==> src/nps_pkg.sv <==
// Package for the nearest point search block: widths, action codes,
// controller states and the command/status structs.
// No dependencies; every other file imports it.
`default_nettype none

package nps_pkg;

	// Field widths of the item channels and the configuration register.
	localparam int COORD_W = 20;
	localparam int TYPE_W = 8;
	localparam int LIMIT_W = 44;
	localparam int OIDX_W = 10;

	// Squared distance widths: |a-b| fits 20 bits, squares 40, the sum 42.
	localparam int ABS_W = COORD_W;
	localparam int SQ_W = 2 * ABS_W;
	localparam int DIST_W = SQ_W + 2;

	// Table depth default and limit register reset (999999.0 with 8 fraction bits).
	localparam int MAX_POINTS_DEF = 1024;
	localparam logic [LIMIT_W-1:0] LIMIT_RESET = 44'd255999744;

	typedef enum logic [1:0] {
		ACT_CLEAR,
		ACT_ADD,
		ACT_NEAR_ANY,
		ACT_NEAR_TYPE
	} action_t;

	typedef enum logic [2:0] {
		ST_IDLE,
		ST_START,
		ST_SCAN,
		ST_DRAIN,
		ST_DONE
	} state_t;

	// One stored point.
	typedef struct packed {
		logic [COORD_W-1:0] x;
		logic [COORD_W-1:0] y;
		logic [COORD_W-1:0] z;
		logic [TYPE_W-1:0]  tag;
	} point_t;

	// Commands from the controller to the datapath.
	typedef struct packed {
		logic load;
		logic scan_first;
		logic scan_issue;
		logic result_load;
	} nps_cmd_t;

	// Status from the datapath to the controller.
	typedef struct packed {
		logic is_query;
		logic count_zero;
		logic issue_last;
		logic pipe_busy;
		logic out_free;
	} nps_stat_t;

endpackage

`default_nettype wire

==> src/nps_ctrl.sv <==
// Controller state machine for the nearest point search block.
// Depends on nps_pkg for the state type and the command/status structs.
`default_nettype none

module nps_ctrl (
	input  wire logic               clk,
	input  wire logic               arst_n,
	input  wire logic               req_valid,
	output logic                    req_ready,
	input  wire nps_pkg::nps_stat_t stat,
	output nps_pkg::nps_cmd_t       cmd
);
	import nps_pkg::*;

	state_t state_q;
	state_t state_d;

	// State register.
	always_ff @(posedge clk or negedge arst_n) begin
		if (!arst_n) begin
			state_q <= ST_IDLE;
		end else begin
			state_q <= state_d;
		end
	end

	// Next state and commands.
	always_comb begin
		state_d = state_q;
		req_ready = 1'b0;
		cmd = '0;
		case (state_q)
			ST_IDLE: begin
				req_ready = 1'b1;
				if (req_valid) begin
					cmd.load = 1'b1;
					state_d = ST_START;
				end
			end
			ST_START: begin
				cmd.scan_first = 1'b1;
				if (stat.is_query && !stat.count_zero) begin
					state_d = ST_SCAN;
				end else begin
					state_d = ST_DONE;
				end
			end
			ST_SCAN: begin
				cmd.scan_issue = 1'b1;
				if (stat.issue_last) begin
					state_d = ST_DRAIN;
				end
			end
			ST_DRAIN: begin
				if (!stat.pipe_busy) begin
					state_d = ST_DONE;
				end
			end
			ST_DONE: begin
				if (stat.out_free) begin
					cmd.result_load = 1'b1;
					state_d = ST_IDLE;
				end
			end
			default: begin
				state_d = ST_IDLE;
			end
		endcase
	end

endmodule

`default_nettype wire

==> config.mk <==
export PLATFORM = sky130hd
export DESIGN_NAME = nps_ctrl
export DESIGN_NICKNAME = d
export VERILOG_FILES = /design/src/nps_pkg.sv /design/src/nps_ctrl.sv
export SDC_FILE = /design/constraint.sdc
export NUM_CORES = 1
export LEC_CHECK = 0
export BUFFER_PORTS_ARGS = -buffer_cell sky130_fd_sc_hd__buf_4
export CAP_MARGIN = 10
export CORE_AREA = 5 5 42 44
export DETAILED_ROUTE_END_ITERATION = 10
export DIE_AREA = 0 0 47 49
export PLACE_DENSITY_LB_ADDON = 0.08
export SLEW_MARGIN = 20
export SYNTH_ARGS = -nofsm -noshare
export SYNTH_HDL_FRONTEND = slang
export SYNTH_SLANG_ARGS = --single-unit
==> constraint.sdc <==
create_clock -name clk -period 1.1 [get_ports clk]
set_input_delay 0.22 -clock clk [delete_from_list [all_inputs] [get_ports clk]]
set_output_delay 0.22 -clock clk [all_outputs]
set_load 0.05 [all_outputs]
### Word level (Yosys, flattened, before mapping)

Index checks and enable logic that the tools add are counted.
Widths: inputs -> output; s select.

| cells by class | value |
|---|---|
| reductions and logical operators | 4 |
| equality and inequality tests | 8 |
| multiplexer cells | 13 |

Operators with widths:

| cell | count |
|---|---|
| $mux 3 | 5 |
| $pmux 3 s5 | 1 |
| $ne 2x2->1 const B | 4 |
| $mux 1 | 7 |
| $eq 3x2->1 const B | 2 |
| $reduce_and 4->1 | 1 |
| $eq 3x1->1 const B | 1 |
| $eq 3x3->1 const B | 1 |
| $logic_not 3->1 | 1 |
| $logic_and 1x1->1 | 1 |
| $logic_not 1->1 | 1 |

| storage, ports and cells | value |
|---|---|
| logic and storage cells | 26 |
| bits of input ports | 8 |
| bits in registers | 3 |
| output and inout port bits | 5 |

### Longest topological paths before layout

Gate-level depths: netlist (run 1).

| depth | value |
|---|---|
| depth after elaboration | 4 |
| gate-level depth with buffers | 3 |
| gate-level depth less buffers | 3 |

### Worst setup path after synthesis (run 1)

OpenSTA, ideal clock, no wires.

| timing | value |
|---|---|
| path type | register -> output |
| start | register state_q[1] |
| end | output cmd[3] (netlist bit) |
| path buffers | 1 |
| cell stages (with the launch flop) | 4 |
| slack | -1,311 ps |
| required time | 880 ps |
| arrival time | 2,191 ps |
| cells stage by stage | dfrtp_1 -> buf_2 -> nor3_1 -> and2_1 |

RTL lines:

| element | RTL line | text |
|---|---|---|
| from (decl) | nps_ctrl.sv:15 | `state_t state_q;` |
| from (signal assigned) | nps_ctrl.sv:23 | `state_q <= state_d;` |
| to (decl) | nps_ctrl.sv:11 | `output nps_pkg::nps_cmd_t cmd` |

==> flow_summary.json, run 1 <==
{
  "largest_registers": "state_q x3",
  "vdd_ir_drop_max_mv": 1.30,
  "cts_buffer_depth": 2,
  "setup_violations": 7,
  "layout_common_cells": "12 x buf_4, 6 x buf_6, 3 x nor3_4, 3 x clkbuf_4, 3 x dfrtp_2",
  "status": "finished, violations left",
  "antenna_found_initial": 0,
  "cts-buffers-inserted": 3,
  "gp_congestion": 0.659,
  "vias": 263,
  "grt_pass1_vias": 249,
  "dr.pass1.iters": 1,
  "fin_crit_sh_pct": 129,
  "worstSetupEndpoint": "cmd[2]",
  "worstSetupStartpointType": "flop",
  "power_density_nw_per_um2": 3280,
  "max_cap_violations": 0,
  "antenna_left": 0,
  "total_power_uw": 1730,
  "maxSlewViolCount": 0,
  "route.detailed.drc": 0,
  "clock_sinks": 3,
  "r2r-end": "state_q[1]",
  "grt-ovfl-total": 0,
  "area_growth_pct": 170,
  "routedWlPerCell_um": 11.0,
  "dieHeight_um": 49,
  "cp.arrival_ns": 1.20,
  "critical_path.max_fanout": 6,
  "synth_area_per_cell_um2": 8.49,
  "crit_required_ns": 0.88,
  "period_needed_ns": 1.42,
  "ios": 13,
  "cp-startpoint": "state_q[1]",
  "dieArea_um2": 2300,
  "dr.first_iter.drc_count": 0,
  "via_per_inst": 4.17,
  "top_register": "state_q",
  "critPathMaxStageDelay_ns": 0.43,
  "largest_register_ff_count": 3,
  "grt_util_all_layers_pct": 6.78,
  "routed_wl_um": 695,
  "final_area_um2": 527,
  "r2r_start": "state_q[1]",
  "holdCritPathClass": "input port to asynchronous set/reset pin",
  "core-area_um2": 1400,
  "critPathCaptureType": "output pin",
  "cp_cell_sequence": "buf_12 -> nor3_4 -> buf_6",
  "leakagePower_uw": 0.000230,
  "antennaDiodeCount": 0,
  "synth_nets": 31,
  "post_synth_num_cell_types": 16,
  "clock_latency_ns": 0.23,
  "fmax_mhz": 703,
  "row_count": 14,
  "skew_ns": 0.00402,
  "worst-r2r-cell-count": 4,
  "slew_headroom_pct": 87.0,
  "yosys_warnings": 0,
  "worstMarginPinSlew_ns": 0.194,
  "nets": 56,
  "cts_tree": "built",
  "criticalPathCategory": "flop to output pin",
  "ys_ff_latch": 3,
  "grt_pass1_wl_um": 1040,
  "netlist_area_um2": 195,
  "grt_max_degree": 9,
  "seq_area_frac_synth_pct": 38.5,
  "clkTransAtPathRegs_ns": 0.04,
  "drive_gt1_share_pct": 80.9,
  "port-buffer-count": 12,
  "die_w_um": 47,
  "final_common_cell": "buf_4",
  "start_util_pct": 13.9,
  "rsz0062_at_grt": "true",
  "violations": "negative setup slack",
  "finalHoldViolations": 0,
  "fillers": 160,
  "ctsHtreeMaxLevel": 1,
  "syn_inst": 23,
  "placed_cell_area_um2": 368,
  "setup_ws_ns": -0.323,
  "hpwl_um": 509,
  "clockRootBuffer": "clkbuf_4",
  "slowest_stage": "dfrtp_2",
  "r2r_slack_ns": -0.09
}
==> how the worst min path moves through the flow <==
stage	startpoint	slack [ns]	cells past startpoint	endpoint
floorplan	arst_n	-0.08	0	state_q[0]
global placement	arst_n	0.01	1	state_q[0]
detailed placement	arst_n	0.01	1	state_q[1]
CTS	arst_n	0.31	2	state_q[1]
global route	arst_n	0.30	2	state_q[0]
finish	arst_n	0.31	2	state_q[1]
==> logic make-up after synthesis <==
group | Yosys count | share of synthesized area, %
AOI/OAI and AO/OA | 5 | 17.9
buffers and inverters | 3 | 7.04
DFF | 3 | 38.5
and+or+nand+nor | 12 | 36.5
==> power breakdown <==
part	internal, uW	switching (uW)
combinational	645	623
sequential	169	97.2
clock	136	57.9
==> what timing repair did <==
item	in CTS	in global routing
pin swaps	4	5
hold endpoints to repair	3	0
resized for setup	13	7
hold buffers	1	0
setup endpoints to repair	8	8
buffers inserted	2	2
gates cloned	0	0
==> Yosys cell counts <==
cell type | n | area (um2)
a21oi_2 | 1 | 8.76
a21oi_1 | 1 | 5.00
buf_2 | 1 | 5.00
nand2_1 | 2 | 7.51
o21ai_0 | 1 | 5.00
clkbuf_2 | 1 | 5.00
or3_1 | 1 | 6.26
nor3b_1 | 2 | 15.0
nand2b_1 | 2 | 12.5
and2_1 | 1 | 6.26
inv_2 | 1 | 3.75
dfrtp_1 | 3 | 75.1
a211o_1 | 1 | 8.76
nor4b_1 | 1 | 8.76
nor3_1 | 3 | 15.0
a211oi_1 | 1 | 7.51
==> routing by layer <==
| layer | vias up | global-route usage [%] | share of wire [%] |
|---|---|---|---|
| li1 | 131 | - | - |
| met1 | 119 | 7.54 | 39 |
| met2 | 11 | 9.28 | 51 |
| met3 | 2 | 4.43 | 7.2 |
| met4 | 0 | 4.15 | 1.7 |
| met5 | - | 0 | 0 |
==> metrics by stage <==
| step | setup TNS, ns | cells | setup slack, ns | utilization [%] | hold WS, ns |
|---|---|---|---|---|---|
| 3_3_place_gp | -0.692 | 54 | -0.135 | 26.3 | 0.0128 |
| 4_1_cts | -1.63 | 61 | -0.325 | 33.3 | 0.310 |
| 6_report | -1.59 | 63 | -0.323 | 37.6 | 0.312 |
| 2_1_floorplan | -1.88 | 23 | -0.463 | - | -0.0756 |
| 5_1_grt | -1.96 | 63 | -0.373 | 37.6 | 0.304 |
| 3_5_place_dp | -0.798 | 54 | -0.174 | 26.3 | 0.0123 |
==> worst max-delay path: cells and delay by family, from the launching register on <==
kind	cells	cell delay [ns]
flops	1	0.43
buf+inv	2	0.33
simple gates	1	0.20
==> layout make-up <==
type	count	area (um2)	area share, %
clock buffer	4	26.3	4.99
timing repair buffer	22	218	41.3
inverter	1	3.75	0.713
sequential	3	78.8	15.0
multi-input combinational	17	180	34.2
tap	16	20.0	3.80
No activity file was read; power rests on OpenSTA's default activity.
==> run 2: changes to the inputs <==
CORE_AREA = 2 2 39 41   (was 5 5 42 44)
DIE_AREA = 0 0 41 43   (was 0 0 47 49)
SETUP_SLACK_MARGIN = 0.4   (was default)
==> run 2 against run 1 <==
The flow still finishes with violations (negative setup slack). Via count increased by 0.76%. Register-to-register slack got worse by 0.06 ns. Count of clock-buffer cells in the layout unchanged. Sequential power increased by 13%. Clock skew decreased by 0.0017 ns. First-iteration DRC count unchanged. Flip-flop and latch count unchanged. Die area decreased by 23%. Largest cell class unchanged.
==> flow_summary.json, run 2 (same netlist as run 1, synthesis figures left out) <==
{
  "worst-r2r-cell-count": 5,
  "layout_common_cells": "15 x buf_4, 7 x buf_6, 3 x nor3_4, 3 x clkbuf_4, 3 x dfrtp_2",
  "hpwl_um": 500,
  "critical_path.max_fanout": 6,
  "cp-startpoint": "state_q[0]",
  "antenna_left": 0,
  "clkTransAtPathRegs_ns": 0.04,
  "critPathCaptureType": "output pin",
  "placed_cell_area_um2": 392,
  "clock_sinks": 3,
  "grt_max_degree": 7,
  "instances_no_fill": 66,
  "setup_violations": 8,
  "finalHoldViolations": 0,
  "final_common_cell": "buf_4",
  "dieHeight_um": 43,
  "worstMarginPinSlew_ns": 0.260,
  "antenna_found_initial": 0,
  "status": "finished, violations left",
  "fillers": 148,
  "largest_registers": "state_q x3",
  "nets": 59,
  "dr.pass1.iters": 1,
  "vias": 265,
  "area_growth_pct": 169,
  "slew_headroom_pct": 82.4,
  "gp_congestion": 0.727,
  "routedWlPerCell_um": 10.6,
  "grt_pass1_vias": 306,
  "ios": 13,
  "fin_util_pct": 38.0,
  "r2r_start": "state_q[0]",
  "leakagePower_uw": 0.000238,
  "seqCellArea_um2": 78.8,
  "port-buffer-count": 12,
  "worstSetupStartpointType": "flop",
  "ctsHtreeMaxLevel": 1,
  "crit_required_ns": 0.88,
  "drive_gt1_share_pct": 80.0,
  "period_needed_ns": 1.40,
  "grt_util_all_layers_pct": 10.1,
  "slowest_stage": "dfrtp_2",
  "skew_ns": 0.00230,
  "grt_pass1_wl_um": 1150,
  "timing.hold.ws_ns": 0.323,
  "dr.first_iter.drc_count": 0,
  "criticalPathCategory": "flop to output pin",
  "critPathMaxStageDelay_ns": 0.46,
  "largest_register_ff_count": 3,
  "cts_tree": "built",
  "via_per_inst": 4.02,
  "max_cap_violations": 0,
  "top_register": "state_q",
  "cts-buffers-inserted": 3,
  "multi_input_area_um2": 165,
  "dieArea_um2": 1760,
  "row_count": 14,
  "dp_slack_ns": -0.116,
  "antennaDiodeCount": 0,
  "rsz0062_at_grt": "true",
  "final_area_um2": 526,
  "routed_wl_um": 699,
  "cp_cell_sequence": "nor3_4 -> and2_4 -> buf_8",
  "cp.arrival_ns": 1.18,
  "violations": "negative setup slack",
  "vdd_ir_drop_max_mv": 1.25,
  "route.detailed.drc": 0,
  "fin_crit_sh_pct": 127,
  "fmax_mhz": 715,
  "clockRootBuffer": "clkbuf_4",
  "core-area_um2": 1380,
  "clock_latency_ns": 0.23,
  "grt-ovfl-total": 0,
  "die_w_um": 41,
  "holdCritPathClass": "input port to asynchronous set/reset pin",
  "placed_cells": 57,
  "power_density_nw_per_um2": 3250,
  "start_util_pct": 14.1,
  "cts_buffer_depth": 2,
  "setup_ws_ns": -0.299,
  "maxSlewViolCount": 0
}
[run 2: changes by cell type in the layout (fill, tap and decap cells not counted), sizes merged]
cell  previous run  this run
buf             21        24
[run 2: power breakdown]
group / internal, uW / switching (uW) / total (uW) / leakage [uW]
clock network: 136 / 54.3 / 190 / 0.0000150
logic: 640 / 576 / 1220 / 0.000188
registers: 168 / 132 / 300 / 0.0000349
total: 944 / 762 / 1710 / 0.000238
[run 2: critical path, delay by kind of cell (launching register included)]
| kind | cells | cell delay [ns] |
|---|---|---|
| buffers and inverters | 1 | 0.13 |
| flip-flops | 1 | 0.46 |
| AND/OR/NAND/NOR | 2 | 0.36 |
[run 2: path summary, 6_finish.rpt]
path                       slack, ns         end
max                            -0.30      cmd[3]
max reg2reg                    -0.15  state_q[2]
min                             0.32  state_q[2]
max in group asynchronous       0.67  state_q[0]
min in group clk                0.34  state_q[2]
min reg2reg                     0.62  state_q[1]
[run 2: stage by stage]
step | setup TNS, ns | power [uW]
after floorplan | -1.63 | 881
after global placement | -0.629 | 1180
after detailed placement | -0.702 | 1180
after CTS | -1.85 | 1690
after global routing | -2.18 | 1810
final | -1.74 | 1710
[run 2: layout make-up]
cell class                 instances  area share (%)
sequential                         3            15.0
inverter                           1           0.714
multi-input combinational         17            31.4
tap                               16            3.81
timing repair buffer              25            44.0
clock buffer                       4            5.00
[run 2: layer usage]
| layer | vias up | share of wire, % | wire length [um] | GRT usage (%) |
|---|---|---|---|---|
| li1 | 136 | - | - | - |
| met4 | 0 | 0 | 0 | 6.00 |
| met2 | 8 | 60 | 417 | 15.6 |
| met5 | - | 0 | 0 | 0 |
| met3 | 0 | 3.6 | 25 | 3.14 |
| met1 | 121 | 37 | 257 | 11.3 |
[run 2: what timing repair did]
| action | in CTS | in global routing |
|---|---|---|
| pin swaps | 2 | 1 |
| hold buffers | 1 | 0 |
| buffers inserted | 3 | 1 |
| resized for setup | 16 | 1 |
| endpoints found under the hold margin | 3 | 0 |
| endpoints found under the setup margin | 8 | 8 |
==> run 3: changes to the inputs <==
ABC_AREA = 1   (was default)
CAP_MARGIN = 30   (was 10)
==> run 3 against run 2 <==
The flow still finishes with violations (negative setup slack). Power grew 24%. Critical path depth grew 1. Wire length grew 6.0%. Largest cell class unchanged.
==> flow_summary.json, run 3 <==
{
  "status": "finished, violations left",
  "violations": "negative setup slack",
  "critical_path_buf_inv_count": 2,
  "area_growth_pct": 148,
  "antennaDiodeCount": 0,
  "leakagePower_uw": 0.000322,
  "critPathCaptureType": "output pin",
  "routed_wl_um": 741,
  "synth_area_per_cell_um2": 6.54,
  "r2r-end": "state_q[2]",
  "slew_headroom_pct": 86.0,
  "dr.first_iter.drc_count": 4,
  "clkTransAtPathRegs_ns": 0.03,
  "netlist_top_cells_area": "dfrtp_1 29%, inv_1 11%, nand2_1 8.6%",
  "instances_no_fill": 86,
  "fin_crit_sh_pct": 124,
  "worst-r2r-cell-count": 9,
  "route.met2.wl_um": 401,
  "synth_top_family_by_area": "simple AND/OR/NAND/NOR gates",
  "fmax_mhz": 731,
  "criticalPathCategory": "flop to output pin",
  "synth_edf_count": 0,
  "clkPwrFrac_pct": 8.8,
  "syn_inst": 40,
  "period_needed_ns": 1.37,
  "hpwl_um": 588,
  "grt_util_all_layers_pct": 11.1,
  "port-buffer-count": 12,
  "final_area_um2": 648,
  "grt-ovfl-total": 0,
  "cp.depth": 4,
  "synth-xor-area-share_pct": 0,
  "largest_register_ff_count": 3,
  "antenna_left": 0,
  "die_w_um": 41,
  "row_count": 14,
  "clockRootBuffer": "clkbuf_4",
  "via_per_inst": 3.88,
  "layout_common_cells": "17 x buf_4, 6 x nor2_4, 6 x buf_6",
  "routedWlPerCell_um": 8.62,
  "seq_area_frac_synth_pct": 28.7,
  "swShare_pct": 47.8,
  "dr.pass1.iters": 3,
  "start_util_pct": 18.9,
  "core-area_um2": 1380,
  "post_synth_num_cell_types": 14,
  "synthTopCellsByCount": "8 x inv_1, 6 x nand2_1, 4 x nand3_1, 4 x nor2_1",
  "critPathMaxStageDelay_ns": 0.41,
  "worstMarginPinSlew_ns": 0.208,
  "synthAdderAreaFrac_pct": 0,
  "cts_buffer_depth": 2,
  "synth.mux.area_fraction_pct": 0,
  "synth-simple-area-share_pct": 45.0,
  "setup_ws_ns": -0.267,
  "rsz0062_at_grt": "true",
  "synth-compound-area-share_pct": 6.22,
  "yosysMostFrequentCell": "inv_1",
  "netlist_area_um2": 262,
  "gp_congestion": 0.646,
  "grt_pass1_wl_um": 1290,
  "cts-buffers-inserted": 3,
  "max_cap_violations": 0,
  "final_common_cell": "buf_4",
  "p_int_uw": 1100,
  "clock_sinks": 3,
  "fillers": 142,
  "holdCritPathClass": "input port to asynchronous set/reset pin",
  "dieArea_um2": 1760,
  "slowest_stage": "dfrtp_1",
  "power_density_nw_per_um2": 3250,
  "route.met3.wl_um": 27,
  "worstSetupStartpointType": "flop",
  "placed_cell_area_um2": 470,
  "ys_ff_latch": 3,
  "drive_gt1_share_pct": 75.7,
  "maxSlewViolCount": 0,
  "antenna_found_initial": 0,
  "grt_max_degree": 8,
  "maxUsedRoutingLayer": "met3",
  "vdd_ir_drop_max_mv": 1.21,
  "placed_cells": 75,
  "vias": 334,
  "nets": 79,
  "ios": 13,
  "finalHoldViolations": 0,
  "yosysTopAreaCell": "dfrtp_1",
  "power.switching_uw": 1010,
  "synth_top_area_share_pct": 28.7,
  "cp.arrival_ns": 1.15,
  "r2r_slack_ns": -0.20,
  "cp_cell_sequence": "nor2_4 -> inv_4 -> nor3_4 -> buf_6",
  "grt_pass1_vias": 332,
  "combinationalPowerShare_pct": 80.0,
  "setup_violations": 8,
  "crit_required_ns": 0.88,
  "yosys_warnings": 0,
  "cts_tree": "built",
  "synth-main-ff-cell": "dfrtp_1",
  "largest_registers": "state_q x3",
  "r2r_start": "state_q[2]",
  "p_seq_share_pct": 11.2,
  "top_register": "state_q",
  "critical_path.max_fanout": 3,
  "dieHeight_um": 43,
  "skew_ns": 0.00176,
  "crit_family": "flip-flops",
  "clock_latency_ns": 0.23,
  "synthArstFlopShare_pct": 100,
  "synth_nets": 48,
  "drt-met1-wl_um": 313,
  "ctsHtreeMaxLevel": 1,
  "route.detailed.drc": 0
}
==> run 3: cell count changes after synthesis, moves of 3 or more <==
cell     before  now
inv_1         0    8
nor2_2        0    3
nand3_1       0    4
nor2_1        0    4
nand2_1       2    6
nand2_2       0    3
==> run 3: stage by stage <==
stage | total power [uW] | utilization [%] | TNS [ns] | setup slack (ns) | hold slack, ns
floorplan | 1020 | - | -0.817 | -0.236 | -0.0756
global placement | 1450 | 34.0 | -0.511 | -0.0956 | 0.0119
detailed placement | 1440 | 34.0 | -0.531 | -0.109 | 0.0116
CTS | 2000 | 44.5 | -1.69 | -0.283 | 0.313
global route | 2270 | 46.8 | -2.36 | -0.333 | 0.315
finish | 2110 | 46.8 | -1.78 | -0.267 | 0.320
==> run 3: worst max path at each step <==
| stage | start | endpoint | slack, ns |
|---|---|---|---|
| after floorplan | state_q[0] | cmd[3] | -0.24 |
| after global placement | state_q[2] | cmd[2] | -0.1 |
| after detailed placement | state_q[0] | cmd[3] | -0.11 |
| after CTS | state_q[2] | cmd[3] | -0.28 |
| after global routing | state_q[2] | cmd[3] | -0.33 |
| final | state_q[2] | cmd[3] | -0.27 |
==> run 3: routing by layer <==
| metal | vias up | global-route usage [%] |
|---|---|---|
| li1 | 179 | - |
| met1 | 146 | 13.9 |
| met2 | 9 | 15.3 |
| met3 | 0 | 6.28 |
| met4 | 0 | 4.00 |
| met5 | - | 0 |
==> run 3: area by class of cell <==
| class | count | area [um2] | area share [%] |
|---|---|---|---|
| multi-input combinational | 25 | 223 | 34.4 |
| inverter | 11 | 47.5 | 7.34 |
| sequential | 3 | 76.3 | 11.8 |
| tap | 16 | 20.0 | 3.09 |
| timing repair buffer | 27 | 255 | 39.4 |
| clock buffer | 4 | 26.3 | 4.05 |
==> run 3: cell families (layout without fill, tap and decap cells) <==
kind of cell	Yosys count	count (layout)
flops	3	3
buf+inv	12	42
simple gates	23	23
compound gates	2	2
==> run 3: timing repair <==
action | CTS | global route
hold buffers | 1 | 0
endpoints found under the hold margin | 3 | 0
buffers inserted | 5 | 1
setup endpoints to repair | 8 | 8
pin swaps | 6 | 3
resized for setup | 20 | 6
==> run 3: worst reg2reg max path: cells and delay by family (launching register included) <==
kind,cells,cell delay (ns)
buffers and inverters,3,0.31
flip-flops,1,0.41
AND/OR/NAND/NOR,6,0.47
==> run 3: power groups by stage <==
stage	clock (uW)	sequential (uW)	combinational, uW
floorplan	0	212	807
detailed placement	0	227	1220
global placement	0	225	1220
CTS	198	241	1570
global route	219	247	1800
finish	186	237	1690
